===== src/hw/rtl/psfl_pkg.sv =====
// ---------------------------------------------------------------------------
// psfl_pkg: shared types and constants of the per-source flood limiter
// Holds the word formats, register indexes and the front-to-back command.
// ---------------------------------------------------------------------------
package psfl_pkg;

  localparam int unsigned CfgIdxW  = 3;
  localparam int unsigned CfgDataW = 16;

  localparam logic [CfgIdxW-1:0] RegScoreShort   = 3'd0;
  localparam logic [CfgIdxW-1:0] RegScoreLong    = 3'd1;
  localparam logic [CfgIdxW-1:0] RegTimeoutScore = 3'd2;
  localparam logic [CfgIdxW-1:0] RegTimeoutDef   = 3'd3;
  localparam logic [CfgIdxW-1:0] RegBackoffReset = 3'd4;

  typedef enum logic {
    ActMessage = 1'b0,
    ActTick    = 1'b1
  } action_e;

  typedef struct packed {
    logic        action;
    logic [31:0] source_addr;
    logic [9:0]  msg_length;
  } in_word_t;

  typedef struct packed {
    logic        dropped;
    logic [15:0] seconds_left;
    logic        table_full;
  } out_word_t;

  typedef struct packed {
    logic [9:0]  score_short;
    logic [9:0]  score_long;
    logic [15:0] timeout_score;
    logic [15:0] timeout_default;
    logic [15:0] backoff_reset;
  } cfg_t;

  typedef enum logic [1:0] {
    CmdTick  = 2'd0,
    CmdHit   = 2'd1,
    CmdAlloc = 2'd2,
    CmdFull  = 2'd3
  } cmd_e;

endpackage


===== src/hw/rtl/psfl_front.sv =====
// ---------------------------------------------------------------------------
// psfl_front: lookup and score stage
// Matches the source against the table, picks a free entry, computes the
// message score and passes a command word to the back end.
// ---------------------------------------------------------------------------
module psfl_front #(
  parameter int unsigned Entries   = 16,
  parameter int unsigned MaxMsgLen = 128,
  parameter int unsigned IdxW      = (Entries > 1) ? $clog2(Entries) : 1
) (
  input  logic                   clk_i,
  input  logic                   rst_ni,
  input  logic                   in_valid_i,
  output logic                   in_ready_o,
  input  psfl_pkg::in_word_t     in_word_i,
  input  psfl_pkg::cfg_t         cfg_i,
  input  logic [Entries-1:0]     valid_i,
  input  logic [Entries-1:0][31:0] addr_i,
  output logic                   cmd_valid_o,
  input  logic                   cmd_ready_i,
  output psfl_pkg::cmd_e         cmd_o,
  output logic [IdxW-1:0]        cmd_idx_o,
  output logic [31:0]            cmd_addr_o,
  output logic [15:0]            cmd_score_o
);

  // divide the 21-bit product by MaxMsgLen+1 through a reciprocal multiply;
  // the rounded-up reciprocal with this shift is exact for every product
  localparam int unsigned DivD = MaxMsgLen + 1;
  localparam int unsigned DivS = 21 + $clog2(DivD);
  localparam logic [22:0] DivM =
    23'(((64'd1 << DivS) + 64'(DivD) - 64'd1) / 64'(DivD));

  logic                 busy_q, busy_d;
  psfl_pkg::in_word_t   word_q;
  logic [9:0]           len_c;
  logic [10:0]          slope_c;
  logic [20:0]          prod_q;
  logic                 prod_ok_q;
  logic                 hit_c, free_c;
  logic [IdxW-1:0]      hit_idx_c, free_idx_c;

  // hold a word while the product registers and until the back end takes it
  assign in_ready_o = !busy_q;
  assign busy_d     = busy_q ? !(cmd_ready_i) : in_valid_i;

  always_comb begin
    len_c = (in_word_i.msg_length > 10'(MaxMsgLen)) ? 10'(MaxMsgLen)
                                                    : in_word_i.msg_length;
    slope_c = {1'b0, cfg_i.score_long} + 11'd1 - {1'b0, cfg_i.score_short};
  end

  always_ff @(posedge clk_i or negedge rst_ni) begin
    if (!rst_ni) begin
      busy_q <= 1'b0;
    end else begin
      busy_q <= busy_d;
    end
  end

  always_ff @(posedge clk_i) begin
    if (in_valid_i && in_ready_o) begin
      word_q    <= in_word_i;
      prod_q    <= len_c * slope_c;
      prod_ok_q <= ({1'b0, cfg_i.score_long} + 11'd1) > {1'b0, cfg_i.score_short};
    end
  end

  always_comb begin
    hit_c = 1'b0;
    free_c = 1'b0;
    hit_idx_c = '0;
    free_idx_c = '0;
    for (int i = Entries - 1; i >= 0; i--) begin
      if (valid_i[i] && addr_i[i] == word_q.source_addr) begin
        hit_c = 1'b1;
        hit_idx_c = IdxW'(i);
      end
      if (!valid_i[i]) begin
        free_c = 1'b1;
        free_idx_c = IdxW'(i);
      end
    end
  end

  always_comb begin
    logic [16:0] sc;
    logic [43:0] qp;
    qp = 44'(prod_q) * 44'(DivM);
    sc = {7'd0, cfg_i.score_short};
    if (prod_ok_q) begin
      sc = sc + 17'(qp >> DivS);
    end
    cmd_score_o = sc[16] ? 16'hFFFF : sc[15:0];
    cmd_valid_o = busy_q;
    cmd_addr_o  = word_q.source_addr;
    cmd_idx_o   = hit_c ? hit_idx_c : free_idx_c;
    if (word_q.action == psfl_pkg::ActTick) begin
      cmd_o = psfl_pkg::CmdTick;
    end else if (hit_c) begin
      cmd_o = psfl_pkg::CmdHit;
    end else if (free_c) begin
      cmd_o = psfl_pkg::CmdAlloc;
    end else begin
      cmd_o = psfl_pkg::CmdFull;
    end
  end

endmodule


===== src/hw/rtl/psfl_back.sv =====
// ---------------------------------------------------------------------------
// psfl_back: entry table and update stage
// Applies a command to the entry cells and writes the result word into a
// two-deep output queue.
// ---------------------------------------------------------------------------
module psfl_back #(
  parameter int unsigned Entries = 16,
  parameter int unsigned IdxW    = (Entries > 1) ? $clog2(Entries) : 1
) (
  input  logic                     clk_i,
  input  logic                     rst_ni,
  input  logic                     cmd_valid_i,
  output logic                     cmd_ready_o,
  input  psfl_pkg::cmd_e           cmd_i,
  input  logic [IdxW-1:0]          cmd_idx_i,
  input  logic [31:0]              cmd_addr_i,
  input  logic [15:0]              cmd_score_i,
  input  psfl_pkg::cfg_t           cfg_i,
  output logic [Entries-1:0]       valid_o,
  output logic [Entries-1:0][31:0] addr_o,
  output logic                     empty_o,
  input  logic                     pop_i,
  output psfl_pkg::out_word_t      out_word_o
);

  logic [Entries-1:0]       valid_q;
  logic [Entries-1:0][31:0] addr_q;
  logic [Entries-1:0][15:0] score_q, tmo_q, next_q, boc_q;
  psfl_pkg::out_word_t      fifo_q [2];
  logic                     rd_q, wr_q;
  logic [1:0]               cnt_q;
  logic                     take_c;
  psfl_pkg::out_word_t      res_c;
  logic [15:0]              s_c, t_c, n_c, b_c;
  logic [16:0]              sum_c, dbl_c;

  assign valid_o     = valid_q;
  assign addr_o      = addr_q;
  assign cmd_ready_o = (cnt_q != 2'd2);
  assign take_c      = cmd_valid_i && cmd_ready_o;
  assign empty_o     = (cnt_q == 2'd0);
  assign out_word_o  = fifo_q[rd_q];

  // message update for the selected entry
  always_comb begin
    if (cmd_i == psfl_pkg::CmdAlloc) begin
      s_c = '0; t_c = '0; n_c = '0; b_c = '0;
    end else begin
      s_c = score_q[cmd_idx_i]; t_c = tmo_q[cmd_idx_i];
      n_c = next_q[cmd_idx_i];  b_c = boc_q[cmd_idx_i];
    end
    sum_c = {1'b0, s_c} + {1'b0, cmd_score_i};
    dbl_c = {n_c, 1'b0};
    if (t_c == 16'd0) begin
      s_c = sum_c[16] ? 16'hFFFF : sum_c[15:0];
      if (s_c >= cfg_i.timeout_score) begin
        if (n_c != 16'd0) begin
          n_c = dbl_c[16] ? 16'hFFFF : dbl_c[15:0];
        end else begin
          n_c = cfg_i.timeout_default;
        end
        t_c = n_c;
        b_c = cfg_i.backoff_reset;
      end
    end
    res_c = '0;
    if (cmd_i == psfl_pkg::CmdFull) begin
      res_c.table_full = 1'b1;
    end else if (cmd_i != psfl_pkg::CmdTick && t_c != 16'd0) begin
      res_c.dropped      = 1'b1;
      res_c.seconds_left = t_c;
    end
  end

  always_ff @(posedge clk_i or negedge rst_ni) begin
    if (!rst_ni) begin
      valid_q <= '0;
      rd_q    <= 1'b0;
      wr_q    <= 1'b0;
      cnt_q   <= 2'd0;
    end else begin
      if (take_c) begin
        wr_q <= !wr_q;
      end
      if (pop_i && !empty_o) begin
        rd_q <= !rd_q;
      end
      cnt_q <= cnt_q + 2'(take_c) - 2'(pop_i && !empty_o);
      if (take_c && cmd_i == psfl_pkg::CmdAlloc) begin
        valid_q[cmd_idx_i] <= 1'b1;
      end
      if (take_c && cmd_i == psfl_pkg::CmdTick) begin
        for (int i = 0; i < Entries; i++) begin
          if (valid_q[i] && score_q[i] <= 16'd1 && tmo_q[i] <= 16'd1 &&
              (boc_q[i] == 16'd0 || (tmo_q[i] == 16'd0 && boc_q[i] == 16'd1))) begin
            valid_q[i] <= 1'b0;
          end
        end
      end
    end
  end

  always_ff @(posedge clk_i) begin
    if (take_c) begin
      fifo_q[wr_q] <= res_c;
      if (cmd_i == psfl_pkg::CmdTick) begin
        // decay every live cell in parallel
        for (int i = 0; i < Entries; i++) begin
          if (valid_q[i]) begin
            if (score_q[i] != 16'd0) score_q[i] <= score_q[i] - 16'd1;
            if (tmo_q[i] != 16'd0) begin
              tmo_q[i] <= tmo_q[i] - 16'd1;
              if (boc_q[i] == 16'd0) next_q[i] <= '0;
            end else if (boc_q[i] != 16'd0) begin
              boc_q[i] <= boc_q[i] - 16'd1;
              if (boc_q[i] == 16'd1) next_q[i] <= '0;
            end else begin
              next_q[i] <= '0;
            end
          end
        end
      end else if (cmd_i != psfl_pkg::CmdFull) begin
        addr_q[cmd_idx_i]  <= cmd_addr_i;
        score_q[cmd_idx_i] <= s_c;
        tmo_q[cmd_idx_i]   <= t_c;
        next_q[cmd_idx_i]  <= n_c;
        boc_q[cmd_idx_i]   <= b_c;
      end
    end
  end

endmodule


===== src/hw/rtl/per_source_flood_limiter.sv =====
// ---------------------------------------------------------------------------
// per_source_flood_limiter: per-source message flood limiter
// Scores messages per IPv4 source and times out sources that flood.
// ---------------------------------------------------------------------------
// Usage:
//   Input queue: drive in_word_i and raise push_i while full_o is low; a
//   word is either a message (scored against its source entry) or a tick
//   (one elapsed second that decays every entry and frees idle ones).
//   Output queue: while empty_o is low, out_word_o holds the oldest result;
//   raise pop_i to take it. Every input word yields exactly one result.
//   Pipeline: a pushed word is registered in the front, its result then
//   in the result queue. The front holds one word at a time for lookup
//   and score multiply and takes no new word until the back end takes it.
//   Stall: a two-deep result queue sits after the table update; when it
//   fills, the front holds its word and full_o stays high until pop_i.
//   Reset: all entries freed, registers at defaults, queues empty.
//   Config: write cfg_we_i/cfg_idx_i/cfg_data_i only while idle.
// ---------------------------------------------------------------------------
module per_source_flood_limiter #(
  parameter int unsigned Entries   = 16,
  parameter int unsigned MaxMsgLen = 128
) (
  input  logic                              clk_i,
  input  logic                              rst_ni,
  input  logic                              push_i,
  output logic                              full_o,
  input  psfl_pkg::in_word_t                in_word_i,
  output logic                              empty_o,
  input  logic                              pop_i,
  output psfl_pkg::out_word_t               out_word_o,
  input  logic                              cfg_we_i,
  input  logic [psfl_pkg::CfgIdxW-1:0]      cfg_idx_i,
  input  logic [psfl_pkg::CfgDataW-1:0]     cfg_data_i
);

  localparam int unsigned IdxW = (Entries > 1) ? $clog2(Entries) : 1;

  psfl_pkg::cfg_t           cfg_q;
  logic                     in_ready;
  logic                     cmd_valid, cmd_ready;
  psfl_pkg::cmd_e           cmd;
  logic [IdxW-1:0]          cmd_idx;
  logic [31:0]              cmd_addr;
  logic [15:0]              cmd_score;
  logic [Entries-1:0]       valid;
  logic [Entries-1:0][31:0] addr;

  assign full_o = !in_ready;

  // configuration registers
  always_ff @(posedge clk_i or negedge rst_ni) begin
    if (!rst_ni) begin
      cfg_q.score_short     <= 10'd5;
      cfg_q.score_long      <= 10'd10;
      cfg_q.timeout_score   <= 16'd10;
      cfg_q.timeout_default <= 16'd120;
      cfg_q.backoff_reset   <= 16'd1800;
    end else if (cfg_we_i) begin
      unique case (cfg_idx_i)
        psfl_pkg::RegScoreShort:   cfg_q.score_short     <= cfg_data_i[9:0];
        psfl_pkg::RegScoreLong:    cfg_q.score_long      <= cfg_data_i[9:0];
        psfl_pkg::RegTimeoutScore: cfg_q.timeout_score   <= cfg_data_i;
        psfl_pkg::RegTimeoutDef:   cfg_q.timeout_default <= cfg_data_i;
        psfl_pkg::RegBackoffReset: cfg_q.backoff_reset   <= cfg_data_i;
        default: ;
      endcase
    end
  end

  psfl_front #(.Entries(Entries), .MaxMsgLen(MaxMsgLen), .IdxW(IdxW)) u_front (
    .clk_i, .rst_ni,
    .in_valid_i(push_i), .in_ready_o(in_ready), .in_word_i,
    .cfg_i(cfg_q), .valid_i(valid), .addr_i(addr),
    .cmd_valid_o(cmd_valid), .cmd_ready_i(cmd_ready), .cmd_o(cmd),
    .cmd_idx_o(cmd_idx), .cmd_addr_o(cmd_addr), .cmd_score_o(cmd_score)
  );

  psfl_back #(.Entries(Entries), .IdxW(IdxW)) u_back (
    .clk_i, .rst_ni,
    .cmd_valid_i(cmd_valid), .cmd_ready_o(cmd_ready), .cmd_i(cmd),
    .cmd_idx_i(cmd_idx), .cmd_addr_i(cmd_addr), .cmd_score_i(cmd_score),
    .cfg_i(cfg_q), .valid_o(valid), .addr_o(addr),
    .empty_o, .pop_i, .out_word_o
  );

endmodule

===== config.mk =====
export PLATFORM = sky130hd
export DESIGN_NAME = per_source_flood_limiter
export DESIGN_NICKNAME = d
export VERILOG_FILES = /design/src/hw/rtl/psfl_pkg.sv /design/src/hw/rtl/psfl_front.sv /design/src/hw/rtl/psfl_back.sv /design/src/hw/rtl/per_source_flood_limiter.sv
export SDC_FILE = /design/constraint.sdc
export NUM_CORES = 2
export LEC_CHECK = 0
export CORE_ASPECT_RATIO = 1.1
export CORE_MARGIN = 2
export CORE_UTILIZATION = 65
export DETAILED_ROUTE_END_ITERATION = 7
export DONT_BUFFER_PORTS = 1
export MAX_ROUTING_LAYER = met4
export PLACE_DENSITY = 0.79
export RECOVER_POWER = 100
export SLEW_MARGIN = 20
export SYNTH_ARGS = -nofsm -noshare
export SYNTH_HDL_FRONTEND = slang
export SYNTH_SLANG_ARGS = --single-unit

===== constraint.sdc =====
create_clock -name clk_i -period 25.7 [get_ports clk_i]
set_input_delay 3.855 -clock clk_i [delete_from_list [all_inputs] [get_ports clk_i]]
set_output_delay 3.855 -clock clk_i [all_outputs]
set_load 0.02 [all_outputs]

==> flow_summary.toml <==
[outcome]
status = "complete, but fails checks"
failed_checks = "design-rule violations, max-capacitance violations, max-slew violations"

[timing]
fin_tns_setup_ns = 0
finalCriticalPeriod_ns = 21.42
final-setup-viol-count = 0
tightestPinTransition_ns = 8.83
finalHoldViolations = 0
fin_skew_ns = 0.0748
fin_ws_ns = 4.28
period_share_pct = 83.3
timing.fmax_mhz = 46.7
slew_viol_final = 4099
rsz0062_at_grt = "false"
max-slew-margin-rel_pct = -488
holdWs_ns = 0.516

[global_route]
grt_pass1_wl_mm = 564
antenna_found_initial = 22
grt_start_max_net_pins = 164
gr-total-overflow = 0
gr-usage-all-layers_pct = 45.8
grt_pass1_vias = 87200

[logic_synthesis]
ys_seq_area_share_pct = 47.1
synthSimpleGateAreaFrac_pct = 17.3
synth.avg_cell_area_um2 = 10.0
synthesis.area_um2 = 109000
synth_warnings = 0
synth_cells = 10800
synth_top_family_by_area = "simple AND/OR/NAND/NOR gates"
synth-seq-cells = 1716
synth_compound_area_share_pct = 11.5
synth_cell_types = 110
synthMuxAreaShare_pct = 1.93
synthAdderAreaFrac_pct = 8.20
synthFlopType = "edfxtp_1"
synth_xor_xnor_area_share_pct = 9.41
ys_async_sr_fraction_pct = 5.19
synth_edf_count = 1627

[route]
vias = 91200
drc = 3
avgViaCountPerCell = 7.01
routed_wl_mm = 387
drt_iter0_markers = 14200
drtPass1Iterations = 8
ant_nets = 0
wire_per_inst_um = 29.7

[finish]
layout-drive-gt1-share_pct = 5.47
area.growth.synth_to_final_pct = 6.92
utilization_pct = 69.9
finalNetCount = 11300

[clocking]
postCtsHoldBufs = 0
worstSkewPairLatency_ns = 0.90
cts_setup_buffers = 0
clock_path_buffers = 3
cts.sinks = 1716
ctsHtreeMaxLevel = 4
cts_resized = 0
cts_buffers = 181
clk_root_buffer_cell = "clkbuf_16"
path_clk_slew_ns = 0.06
cts_tree = "yes"

[floorplan]
die_h_um = 433
dieArea_um2 = 170000
rows = 157
ios = 87
fp.dieW_um = 394
start_util_pct = 65.4
core_area_um2 = 166000

[critical_path]
reg2reg_setup_slack_ns = 4.28
crit_arrival_ns = 21.69
r2r_cells = 24
timing.rr.start = "u_front.cmd_addr_o[0]$_DFFE_PP_"
end_kind = "register"
timing.critical_path.required_ns = 25.97
timing.rr.end = "u_back.boc_q[155]$_DFFE_PP_"
critPathMaxFanout = 90
start_kind = "register"
critical_path_class = "reg -> reg"
critPathLaunch = "u_front.cmd_addr_o[0]$_DFFE_PP_"

[hold_path]
hp-start = "u_back.wr_q$_DFFE_PN0P_"
hold_depth = 1
min-delay-path-class = "reg -> reg"
hold_end = "u_back.wr_q$_DFFE_PN0P_"

[placement]
place_congestion = 1.07
port_buffers = 0
place_ws_ns = 9.82
dp_hpwl_mm = 263

[job]
max_cap_viol_count = 117
-- cell usage in the layout, fill, tap and decap left out, types with 78 or more instances in the layout --
cell / n
nor4_1: 304
mux2i_1: 113
inv_1: 498
clkbuf_16: 182
nand3_1: 591
nand2_1: 1774
xnor2_1: 698
a21oi_1: 447
buf_4: 126
nor2_1: 399
edfxtp_1: 1627
fa_1: 204
nand4_1: 175
xor2_1: 469
nor3_1: 282
o22ai_1: 566
o31ai_1: 96
clkbuf_1: 157
o21ai_0: 393
ha_1: 383
nand2b_1: 78
-- worst max path at each step --
| stage | slack, ns | endpoint |
|---|---|---|
| detailed placement | 9.82 | u_back.fifo_q[0][17]$_DFFE_PP_ |
| finish | 4.28 | u_back.boc_q[155]$_DFFE_PP_ |
| floorplan | 12.33 | u_back.fifo_q[0][17]$_DFFE_PP_ |
| global route | 4.30 | u_back.next_q[36]$_SDFFCE_PP0P_ |
| global placement | 9.82 | u_back.fifo_q[0][17]$_DFFE_PP_ |
| CTS | 9.69 | u_back.fifo_q[0][17]$_DFFE_PP_ |
-- routing by layer --
layer  global-route usage [%]  up-vias  wire (µm)
li1                         -    38800          -
met1                     55.0    43600     133000
met2                     66.8     7120     169000
met3                     13.3     1699      52700
met4                     31.8        0      32900
met5                        -        -          0
-- per-stage QoR --
stage | instance area (µm²) | std cells
finish | 116000 | 13000
global route | 116000 | 13000
CTS | 117000 | 13000
detailed placement | 111000 | 12700
global placement | 111000 | 12700
floorplan | 109000 | 10800
-- synthesized netlist by cell type, types with 204 or more instances --
| library cell | count | area share [%] |
|---|---|---|
| fa_1 | 204 | 3.8 |
| nor4_1 | 306 | 1.8 |
| inv_1 | 498 | 1.7 |
| ha_1 | 384 | 4.4 |
| a21oi_1 | 444 | 2.0 |
| nor2_1 | 408 | 1.4 |
| nand2_1 | 1783 | 6.2 |
| xnor2_1 | 698 | 5.6 |
| nand3_1 | 593 | 2.7 |
| nor3_1 | 287 | 1.3 |
| xor2_1 | 469 | 3.8 |
| clkbuf_1 | 395 | 1.4 |
| o21ai_0 | 385 | 1.8 |
| edfxtp_1 | 1627 | 45 |
| o22ai_1 | 566 | 3.3 |
-- cell type report --
cell class,instances,area (µm²)
Antenna cell,23,57.6
Clock buffer,215,4740
Clock inverter,119,1330
Fill cell,12600,50100
Inverter,500,1880
Multi-Input combinational cell,7956,52800
Sequential cell,1716,51100
Tap cell,2226,2790
Timing Repair Buffer,258,1470
-- critical path, cell delays in order (launching register included) --
cell and delay (ns):
edfxtp_1 0.32, clkbuf_1 2.09, xnor2_1 0.39, nand4_1 0.26, nor4_1 0.06, nand3_1 0.37, nand4_1 0.64, nor2_1 0.58
nand4_1 0.15, clkbuf_1 0.54, nand2_1 2.85, clkbuf_1 2.41, clkbuf_1 2.76, clkbuf_1 2.74, mux2_2 0.50, o211ai_1 0.38
nor4_1 0.17, a21oi_1 0.16, nand4_1 0.45, nor4b_1 0.49, buf_4 0.53, nor3_1 0.13, a21oi_2 0.13, clkbuf_1 1.19
o22ai_1 0.26
-- sequential cells by signal, summed over array words and instances, names as in the netlist --
register and count:
cfg_q 68, u_back.addr_o 512, u_back.boc_q 256, u_back.cnt_q 2, u_back.fifo_q 36, u_back.next_q 256
u_back.rd_q 1, u_back.score_q 256, u_back.tmo_q 256, u_back.valid_o 16, u_back.wr_q 1, u_front.cmd_addr_o 32
u_front.cmd_valid_o 1, u_front.prod_ok_q 1, u_front.prod_q 21, u_front.word_q 1
-- kinds of logic after synthesis --
| kind of cell | Yosys count |
|---|---|
| compound gates | 1988 |
| xor+xnor | 1167 |
| fa+ha+maj | 590 |
| buf+inv | 1166 |
| flops | 1716 |
| mux | 199 |
| other cells | 2 |
| simple gates | 3990 |
Power is left out: the tool's default activity adds up to more than one toggle a clock period on the data nets, which glitch-free logic cannot reach.
